===== src/sv/oaht_pkg.sv =====
package oaht_pkg;

    localparam int DATA_W     = 32;
    localparam int MOD_W      = 17;
    localparam int MOD_STEPS  = 4;
    localparam int SHIFT_W    = 4;
    localparam int SHIFT_MIN  = 3;
    localparam int SLOT_OUT_W = 10;
    localparam int CNT_OUT_W  = 11;

    localparam logic [SHIFT_W-1:0] SHIFT_RESET = 4'd10;

    localparam logic [DATA_W-1:0] HASH_FREE = 32'd0;
    localparam logic [DATA_W-1:0] HASH_TOMB = 32'd1;
    localparam logic [DATA_W-1:0] HASH_MIN  = 32'd2;

    typedef enum logic [1:0] {
        FN_LOOKUP = 2'd0,
        FN_INSERT = 2'd1,
        FN_REMOVE = 2'd2,
        FN_CLEAR  = 2'd3
    } func_t;

    typedef enum logic [1:0] {
        STS_DONE      = 2'd0,
        STS_NOT_FOUND = 2'd1,
        STS_FULL      = 2'd2
    } status_t;

    typedef enum logic [2:0] {
        S_CLEAR,
        S_IDLE,
        S_MOD,
        S_READ,
        S_CHECK,
        S_FIN
    } state_t;

    typedef struct packed {
        func_t              func;
        logic [DATA_W-1:0]  digest;
        logic [DATA_W-1:0]  key;
        logic [DATA_W-1:0]  value;
    } in_item_t;

    typedef struct packed {
        logic                  found;
        logic [DATA_W-1:0]     read_value;
        status_t               status;
        logic [SLOT_OUT_W-1:0] slot_index;
        logic [CNT_OUT_W-1:0]  live_entries;
        logic [CNT_OUT_W-1:0]  occupied_entries;
    } out_item_t;

    typedef struct packed {
        logic hash;
        logic key;
        logic value;
    } wen_t;

    function automatic logic [MOD_W-1:0] probe_prime(input logic [4:0] s);
        logic [MOD_W-1:0] p;
        begin
            case (s)
                5'd0:    p = 17'd1;
                5'd1:    p = 17'd2;
                5'd2:    p = 17'd3;
                5'd3:    p = 17'd7;
                5'd4:    p = 17'd13;
                5'd5:    p = 17'd31;
                5'd6:    p = 17'd61;
                5'd7:    p = 17'd127;
                5'd8:    p = 17'd251;
                5'd9:    p = 17'd509;
                5'd10:   p = 17'd1021;
                5'd11:   p = 17'd2039;
                5'd12:   p = 17'd4093;
                5'd13:   p = 17'd8191;
                5'd14:   p = 17'd16381;
                5'd15:   p = 17'd32749;
                5'd16:   p = 17'd65521;
                default: p = 17'd1;
            endcase
            return p;
        end
    endfunction

endpackage


===== src/sv/oaht_mod.sv =====
module oaht_mod (
    input  logic                          clk,
    input  logic                          rst_n,
    input  logic                          start,
    input  logic [oaht_pkg::DATA_W-1:0]   dividend,
    input  logic [oaht_pkg::MOD_W-1:0]    divisor,
    output logic                          done,
    output logic [oaht_pkg::MOD_W-1:0]    remainder
);

    localparam int ITERS = oaht_pkg::DATA_W / oaht_pkg::MOD_STEPS;
    localparam int CW    = $clog2(ITERS);

    logic                          busy_reg;
    logic                          done_reg;
    logic [CW-1:0]                 cnt_reg;
    logic [oaht_pkg::DATA_W-1:0]   q_reg;
    logic [oaht_pkg::MOD_W-1:0]    d_reg;
    logic [oaht_pkg::MOD_W-1:0]    r_reg;
    logic [oaht_pkg::DATA_W-1:0]   q_next;
    logic [oaht_pkg::MOD_W-1:0]    r_next;

    // restoring remainder, several bits per cycle
    always_comb
    begin
        logic [oaht_pkg::MOD_W:0]    r_wide;
        logic [oaht_pkg::MOD_W-1:0]  r_tmp;
        logic [oaht_pkg::DATA_W-1:0] q_tmp;
        r_tmp = r_reg;
        q_tmp = q_reg;
        for (int i = 0; i < oaht_pkg::MOD_STEPS; i++)
        begin
            r_wide = {r_tmp, q_tmp[oaht_pkg::DATA_W-1]};
            if (r_wide >= {1'b0, d_reg})
            begin
                r_wide = r_wide - {1'b0, d_reg};
            end
            r_tmp = r_wide[oaht_pkg::MOD_W-1:0];
            q_tmp = q_tmp << 1;
        end
        r_next = r_tmp;
        q_next = q_tmp;
    end

    always_ff @(posedge clk or negedge rst_n)
    begin
        if (!rst_n)
        begin
            busy_reg <= 1'b0;
            done_reg <= 1'b0;
            cnt_reg  <= '0;
        end
        else
        begin
            done_reg <= 1'b0;
            if (start)
            begin
                busy_reg <= 1'b1;
                cnt_reg  <= '0;
            end
            else if (busy_reg)
            begin
                cnt_reg <= cnt_reg + 1'b1;
                if (cnt_reg == CW'(ITERS - 1))
                begin
                    busy_reg <= 1'b0;
                    done_reg <= 1'b1;
                end
            end
        end
    end

    always_ff @(posedge clk)
    begin
        if (start)
        begin
            q_reg <= dividend;
            d_reg <= divisor;
            r_reg <= '0;
        end
        else if (busy_reg)
        begin
            q_reg <= q_next;
            r_reg <= r_next;
        end
    end

    assign done      = done_reg;
    assign remainder = r_reg;

endmodule


===== config.mk =====
export PLATFORM = sky130hd
export DESIGN_NAME = oaht_mod
export DESIGN_NICKNAME = d
export VERILOG_FILES = /design/src/sv/oaht_pkg.sv /design/src/sv/oaht_mod.sv
export SDC_FILE = /design/constraint.sdc
export NUM_CORES = 1
export LEC_CHECK = 0
export BUFFER_PORTS_ARGS = -buffer_cell sky130_fd_sc_hd__buf_4
export CAP_MARGIN = 10
export CORE_UTILIZATION = 45
export CTS_CLUSTER_SIZE = 40
export DETAILED_ROUTE_END_ITERATION = 8
export HOLD_SLACK_MARGIN = 0.06
export PLACE_DENSITY = 0.62
export RECOVER_POWER = 25
export SLEW_MARGIN = 20
export SYNTH_ARGS = -nofsm -noshare
export SYNTH_HDL_FRONTEND = slang
export SYNTH_SLANG_ARGS = --single-unit

===== constraint.sdc =====
create_clock -name clk -period 26.8 [get_ports clk]
set_input_delay 5.36 -clock clk [delete_from_list [all_inputs] [get_ports clk]]
set_output_delay 5.36 -clock clk [all_outputs]
set_load 0.01 [all_outputs]

Yosys cells after proc, flatten, opt, wreduce, memory -nomap -nowiden
Cells that the tools add are included.
Widths: inputs -> output; s select.
{"block": "word_totals", "reg_bits": 71, "output_inout_bits": 18, "word_cells": 31, "in_bits": 52}
{"block": "op_classes", "muxes": 14, "n_addsub": 5, "eq_ne": 1, "n_reduce_logical": 1, "n_lt_le_gt_ge": 4}
{"op": "$ge 18x17->1", "n": 4}
{"op": "$mux 17", "n": 4}
{"op": "$sub 17x17->17", "n": 4}
{"op": "$mux 32", "n": 2}
{"op": "$mux 1", "n": 6}
{"op": "$mux 3", "n": 2}
{"op": "$add 3x1->3 const B", "n": 1}
{"op": "$eq 3x3->1 const B", "n": 1}
{"op": "$reduce_bool 2->1", "n": 1}

Depth between registers and ports, before layout
{"block": "depth", "word_depth": 8, "depth_mapped": 46}

Worst setup path after synthesis
Ideal clock, no wire load.
{"block": "synth_path", "path_kind": "reg-to-reg", "startpoint": "reg q_reg[31] in the netlist's numbering", "endpoint": "reg r_reg (netlist bit remainder[2])", "path_buffers": 5, "stages_incl_launch_ff": 46, "arrival_time_ns": 9.414, "required_ns": 26.678, "slack_ns": 17.264, "cell_sequence": "edfxtp_1 -> inv_1 -> ha_1 -> inv_1 -> fa_1 -> a211oi_2 -> o211a_4 -> o21ai_4 -> o21ai_2 -> nand2_2 -> clkbuf_1 -> nand2_1 -> o21ai_0 -> fa_1 -> nand2b_1 -> a211oi_1 -> o41ai_2 -> a31oi_1 -> [... 10 more ...] -> a21oi_1 -> or3_4 -> or2_1 -> buf_2 -> o22ai_4 -> o221ai_1 -> ha_1 -> a21oi_1 -> nor2b_1 -> or2_2 -> a221oi_1 -> a31oi_1 -> o21ai_0 -> o311ai_2 -> a211oi_4 -> buf_8 -> nor2_1 -> a311o_1"}
{"block": "synth_between", "elab_chain_cells": 8}
{"item": "from (decl)", "line_no": "oaht_mod.sv:17", "rtl": "logic [oaht_pkg::DATA_W-1:0] q_reg;"}
{"item": "from (signal assigned)", "line_no": "oaht_mod.sv:77", "rtl": "q_reg <= dividend;"}
{"item": "from (signal assigned)", "line_no": "oaht_mod.sv:83", "rtl": "q_reg <= q_next;"}
{"item": "$sub 17x17->17 / $ge 18x17->1 (equally long branches)", "line_no": "oaht_mod.sv:36, oaht_mod.sv:34"}
{"item": "$mux 17 (*)", "line_no": "oaht_mod.sv:34", "rtl": "if (r_wide >= {1'b0, d_reg})"}
{"item": "$sub 17x17->17 / $ge 18x17->1 (equally long branches)", "line_no": "oaht_mod.sv:36, oaht_mod.sv:34"}
{"item": "$mux 17 (*)", "line_no": "oaht_mod.sv:34"}
{"item": "$ge 18x17->1 / $sub 17x17->17 (equally long branches)", "line_no": "oaht_mod.sv:34, oaht_mod.sv:36"}
{"item": "$mux 17 (*)", "line_no": "oaht_mod.sv:34"}
{"item": "$sub 17x17->17 / $ge 18x17->1 (equally long branches)", "line_no": "oaht_mod.sv:36, oaht_mod.sv:34"}
{"item": "$mux 17 (*)", "line_no": "oaht_mod.sv:34"}
{"item": "to (signal assigned)", "line_no": "oaht_mod.sv:84", "rtl": "r_reg <= r_next;"}
{"item": "to (decl)", "line_no": "oaht_mod.sv:19", "rtl": "logic [oaht_pkg::MOD_W-1:0] r_reg;"}
Every way passes the cells marked *; elsewhere a longest branch is shown, timed or not.
A chain may end at the register's enable or synchronous reset.

Worst setup path in the final report
{"block": "layout_path", "startpoint": "reg d_reg[1] in the netlist's numbering", "endpoint": "reg r_reg (netlist bit remainder[2])"}
{"block": "layout_between", "elab_chain_cells": 8}
{"item": "from (decl)", "line_no": "oaht_mod.sv:18", "rtl": "logic [oaht_pkg::MOD_W-1:0] d_reg;"}
{"item": "from (signal assigned)", "line_no": "oaht_mod.sv:78", "rtl": "d_reg <= divisor;"}
{"item": "$sub 17x17->17 / $ge 18x17->1 (equally long branches)", "line_no": "oaht_mod.sv:36, oaht_mod.sv:34"}
{"item": "$mux 17", "line_no": "oaht_mod.sv:34"}
{"item": "$sub 17x17->17 / $ge 18x17->1 (equally long branches)", "line_no": "oaht_mod.sv:36, oaht_mod.sv:34"}
{"item": "$mux 17", "line_no": "oaht_mod.sv:34"}
{"item": "$ge 18x17->1 / $sub 17x17->17 (equally long branches)", "line_no": "oaht_mod.sv:34, oaht_mod.sv:36"}
{"item": "$mux 17", "line_no": "oaht_mod.sv:34"}
{"item": "$sub 17x17->17 / $ge 18x17->1 (equally long branches)", "line_no": "oaht_mod.sv:36, oaht_mod.sv:34"}
{"item": "$mux 17 (*)", "line_no": "oaht_mod.sv:34"}
Marked as above.

==> impl_results.md <==
* Antenna diodes at 0
* Setup clock skew after layout at 0.0103 ns
* Clk slew on worst S/H paths at 0.06 ns
* Buffer cell driving the clock tree root: sky130_fd_sc_hd__clkbuf_16
* Count of hold buffers inserted by post-cts repair at 0
* Antenna violations before repair at 0
* Worst setup path class: reg2reg
* CP startpoint kind: register
* Leading post-synthesis cells by cell area: sky130_fd_sc_hd__edfxtp_1 (21%), sky130_fd_sc_hd__ha_1 (13%), sky130_fd_sc_hd__mux2_2 (5.1%)
* Synthesized Nets at 884
* Gate count after technology mapping at 758
* #FFs+latches synth at 71
* Number of setup violations in the final report at 0
* Worst-path fanout max at 22
* Core region area at 14800 µm²
* Reg-to-reg critical path startpoint: d_reg[1]
* Post-detailed-route DRC marker count at 0
* Relative max-transition margin at 25.5%
* R2R setup slack at 15.38 ns
* Number of nets in the finished design at 950
* Clock buffer count from CTS at 9
* Worst path slowest cell: sky130_fd_sc_hd__a21o_1
* CP Launch Point: d_reg[1]
* Clock latency of the later-clocked register in the worst-skew pair at 0.33 ns
* R2R depth at 38
* Min Tclk post-route at 11.42 ns
* Distinct cell type count after synthesis at 90
* Final hold slack at 0.523 ns
* Hold Path Class: reg2reg
* Unrepaired setup endpoints after global routing: false
* First-pass GRT wire length at 32000 µm
* Number of global-route vias before repair at 6109
* Portion of synthesized cell area occupied by the leading cell type at 21.4%
* Initial Utilization at 46.7%
* Wire length per cell after detailed routing at 19.9 µm
* Total placed cells including tap cells at 996
* Post-synth ARST share at 7.04%
* Number of antenna-violating nets in the routed design at 0
* Synthesized cell area at 6890 µm²
* Critical path's top delay family: compound AO/OA/AOI/OAI gates
* Std cell rows at 44
* Area added between synthesis and finish at 14.2%
* Port Buffer Count at 69
* Dominant register cell in the synthesized netlist: sky130_fd_sc_hd__edfxtp_1
* Total detailed-routing wirelength at 20100 µm
* Clock tree from TritonCTS: yes
* I/O pin count at 70
* Number of buffers and inverters on the critical path at 3
* CP max stage delay at 0.63 ns
* Highest-count cells in the layout ignoring fill and taps: sky130_fd_sc_hd__ha_1 (70), sky130_fd_sc_hd__nor2_1 (66), sky130_fd_sc_hd__nand2_1 (53), sky130_fd_sc_hd__buf_4 (53)
* Clock sink count at 71
* Outcome: finished clean
* Count of maximum capacitance violations at 0
* Filler-free cell count of the finished design at 1013
* Final worst path period share at 42.6%
* Dpl hpwl at 16100 µm
* Top achievable clock speed at 87.6 MHz
* Total number of vias at 6129
* Post-cts repair resize count at 0
* Routability Congestion at 0.973
* Fraction of final layout cells sized beyond drive strength 1 at 18.5%
* Number of DRC markers in iteration 0 at 479
* Number of flip-flops in the largest register at 32
* Worst Hold Launch: cnt_reg[1]
* GR Overflow Total at 0
* Detailed-router iteration count before antenna repair at 5
* Chip Width at 126 µm
* Slew of the pin with the lowest slew margin at 1.12 ns
* Post-CTS setup buffers at 0
* Type of destination of the critical path: register
* H-tree lvl count at 3
* Sequential share of the synthesized area at 28.1%
* Hold violation total from the final report at 0
* Synthesized area per cell at 9.09 µm²
* Drt via density at 6.05
* Setup_tns at 0 ns
* Crit path arrival time at 11.63 ns
* Most common library cell in the layout ignoring fill and taps: sky130_fd_sc_hd__ha_1
* Hold-critical path endpoint: cnt_reg[1]
* Area of the die at 15800 µm²
* Fill cell instance count of the final layout at 1349
* Clock Tree Buf Depth at 2
* Slew Viols, Final at 0
* Number of warnings printed during yosys synthesis at 0
* Vertical die dimension at 126 µm
* Endpoint of the lowest-slack register-to-register path: remainder[2]
* Crit path required time at 27.02 ns
* Number of enable flip-flop cells after synthesis at 49
* Library cell with the largest summed area after synthesis: sky130_fd_sc_hd__edfxtp_1
* Pin count of the biggest net entering global routing at 54
* Worst hold path depth at 2
* Combined global-route utilization of all metal layers at 26.0%
[how the worst max path moves through the flow]
| stage | end | slack [ns] | depth (start not counted) |
|---|---|---|---|
| floorplan | remainder[2] | 17.26 | 45 |
| global placement | remainder[2] | 15.60 | 39 |
| detailed placement | remainder[2] | 15.27 | 37 |
| CTS | remainder[2] | 15.25 | 37 |
| global route | remainder[2] | 14.68 | 38 |
| finish | remainder[2] | 15.38 | 38 |
[metrics by stage]
step	utilization (%)	cell area (µm²)	setup WS [ns]
global placement	51.3	7570	15.60
global route	53.3	7870	14.68
finish	53.3	7870	15.38
floorplan	-	6890	17.26
detailed placement	51.3	7570	15.27
CTS	53.3	7860	15.25
[kinds of logic (layout without fill, tap and decap cells)]
| kind of cell | count (synthesis) | after routing | share of synthesized area, % |
|---|---|---|---|
| compound gates | 220 | 220 | 23.1 |
| flops | 71 | 71 | 28.1 |
| buf+inv | 61 | 132 | 3.67 |
| xor+xnor | 49 | 49 | 6.23 |
| mux | 52 | 52 | 8.19 |
| fa+ha+maj | 74 | 74 | 13.9 |
| simple gates | 231 | 231 | 16.8 |
[layer usage]
layer / wire length, µm / up-vias / track usage, %
met2: 9610 / 209 / 44.8
li1: - / 2957 / -
met5: 0 / - / 0
met4: 203 / 0 / 5.74
met3: 1200 / 20 / 3.74
met1: 9110 / 2943 / 34.5
[area by class of cell]
| cell class | count | area, µm² | area share, % |
|---|---|---|---|
| clock buffers | 10 | 229 | 2.91 |
| multi-input cells | 626 | 4700 | 59.8 |
| clock inverters | 6 | 60.1 | 0.763 |
| well taps | 184 | 230 | 2.93 |
| flip-flops and latches | 71 | 1940 | 24.6 |
| repair buffers | 73 | 548 | 6.97 |
| inverters | 43 | 161 | 2.05 |
[Yosys cell counts, types with 3 or more instances]
cell type	number
sky130_fd_sc_hd__nor2_1	66
sky130_fd_sc_hd__nor2b_1	11
sky130_fd_sc_hd__o21ai_0	39
sky130_fd_sc_hd__xor2_1	16
sky130_fd_sc_hd__buf_1	9
sky130_fd_sc_hd__a21boi_0	3
sky130_fd_sc_hd__o211ai_1	3
sky130_fd_sc_hd__nand4_1	8
sky130_fd_sc_hd__a21oi_1	49
sky130_fd_sc_hd__and4_1	3
sky130_fd_sc_hd__clkbuf_1	5
sky130_fd_sc_hd__or2_2	6
sky130_fd_sc_hd__or3_1	5
sky130_fd_sc_hd__xnor2_1	33
sky130_fd_sc_hd__edfxtp_1	49
sky130_fd_sc_hd__fa_1	4
sky130_fd_sc_hd__o311ai_0	3
sky130_fd_sc_hd__and3_1	5
sky130_fd_sc_hd__o21ai_1	3
sky130_fd_sc_hd__o21a_1	9
sky130_fd_sc_hd__nand3_1	20
sky130_fd_sc_hd__mux2_2	31
sky130_fd_sc_hd__nand3b_1	3
sky130_fd_sc_hd__dfrtp_1	5
sky130_fd_sc_hd__a311oi_1	4
sky130_fd_sc_hd__o221ai_1	5
sky130_fd_sc_hd__ha_1	70
sky130_fd_sc_hd__mux2i_1	20
sky130_fd_sc_hd__a211o_1	6
sky130_fd_sc_hd__a211oi_1	14
sky130_fd_sc_hd__nand2_1	53
sky130_fd_sc_hd__o21bai_1	8
sky130_fd_sc_hd__inv_1	42
sky130_fd_sc_hd__nor3_1	15
sky130_fd_sc_hd__o31ai_1	5
sky130_fd_sc_hd__dfxtp_1	17
sky130_fd_sc_hd__a31oi_1	8
sky130_fd_sc_hd__a21o_1	22
sky130_fd_sc_hd__o211a_1	4
sky130_fd_sc_hd__nand2b_1	9
sky130_fd_sc_hd__and2_1	9
[worst register-to-register path, delay by kind of cell (launching register included)]
kind | cells | cell delay [ns]
simple gates | 7 | 1.79
compound gates | 24 | 6.85
buf+inv | 3 | 0.53
fa+ha+maj | 4 | 1.72
flops | 1 | 0.42
Power is left out: the tool's default activity adds up to more than one toggle a clock period on the data nets, which glitch-free logic cannot reach.
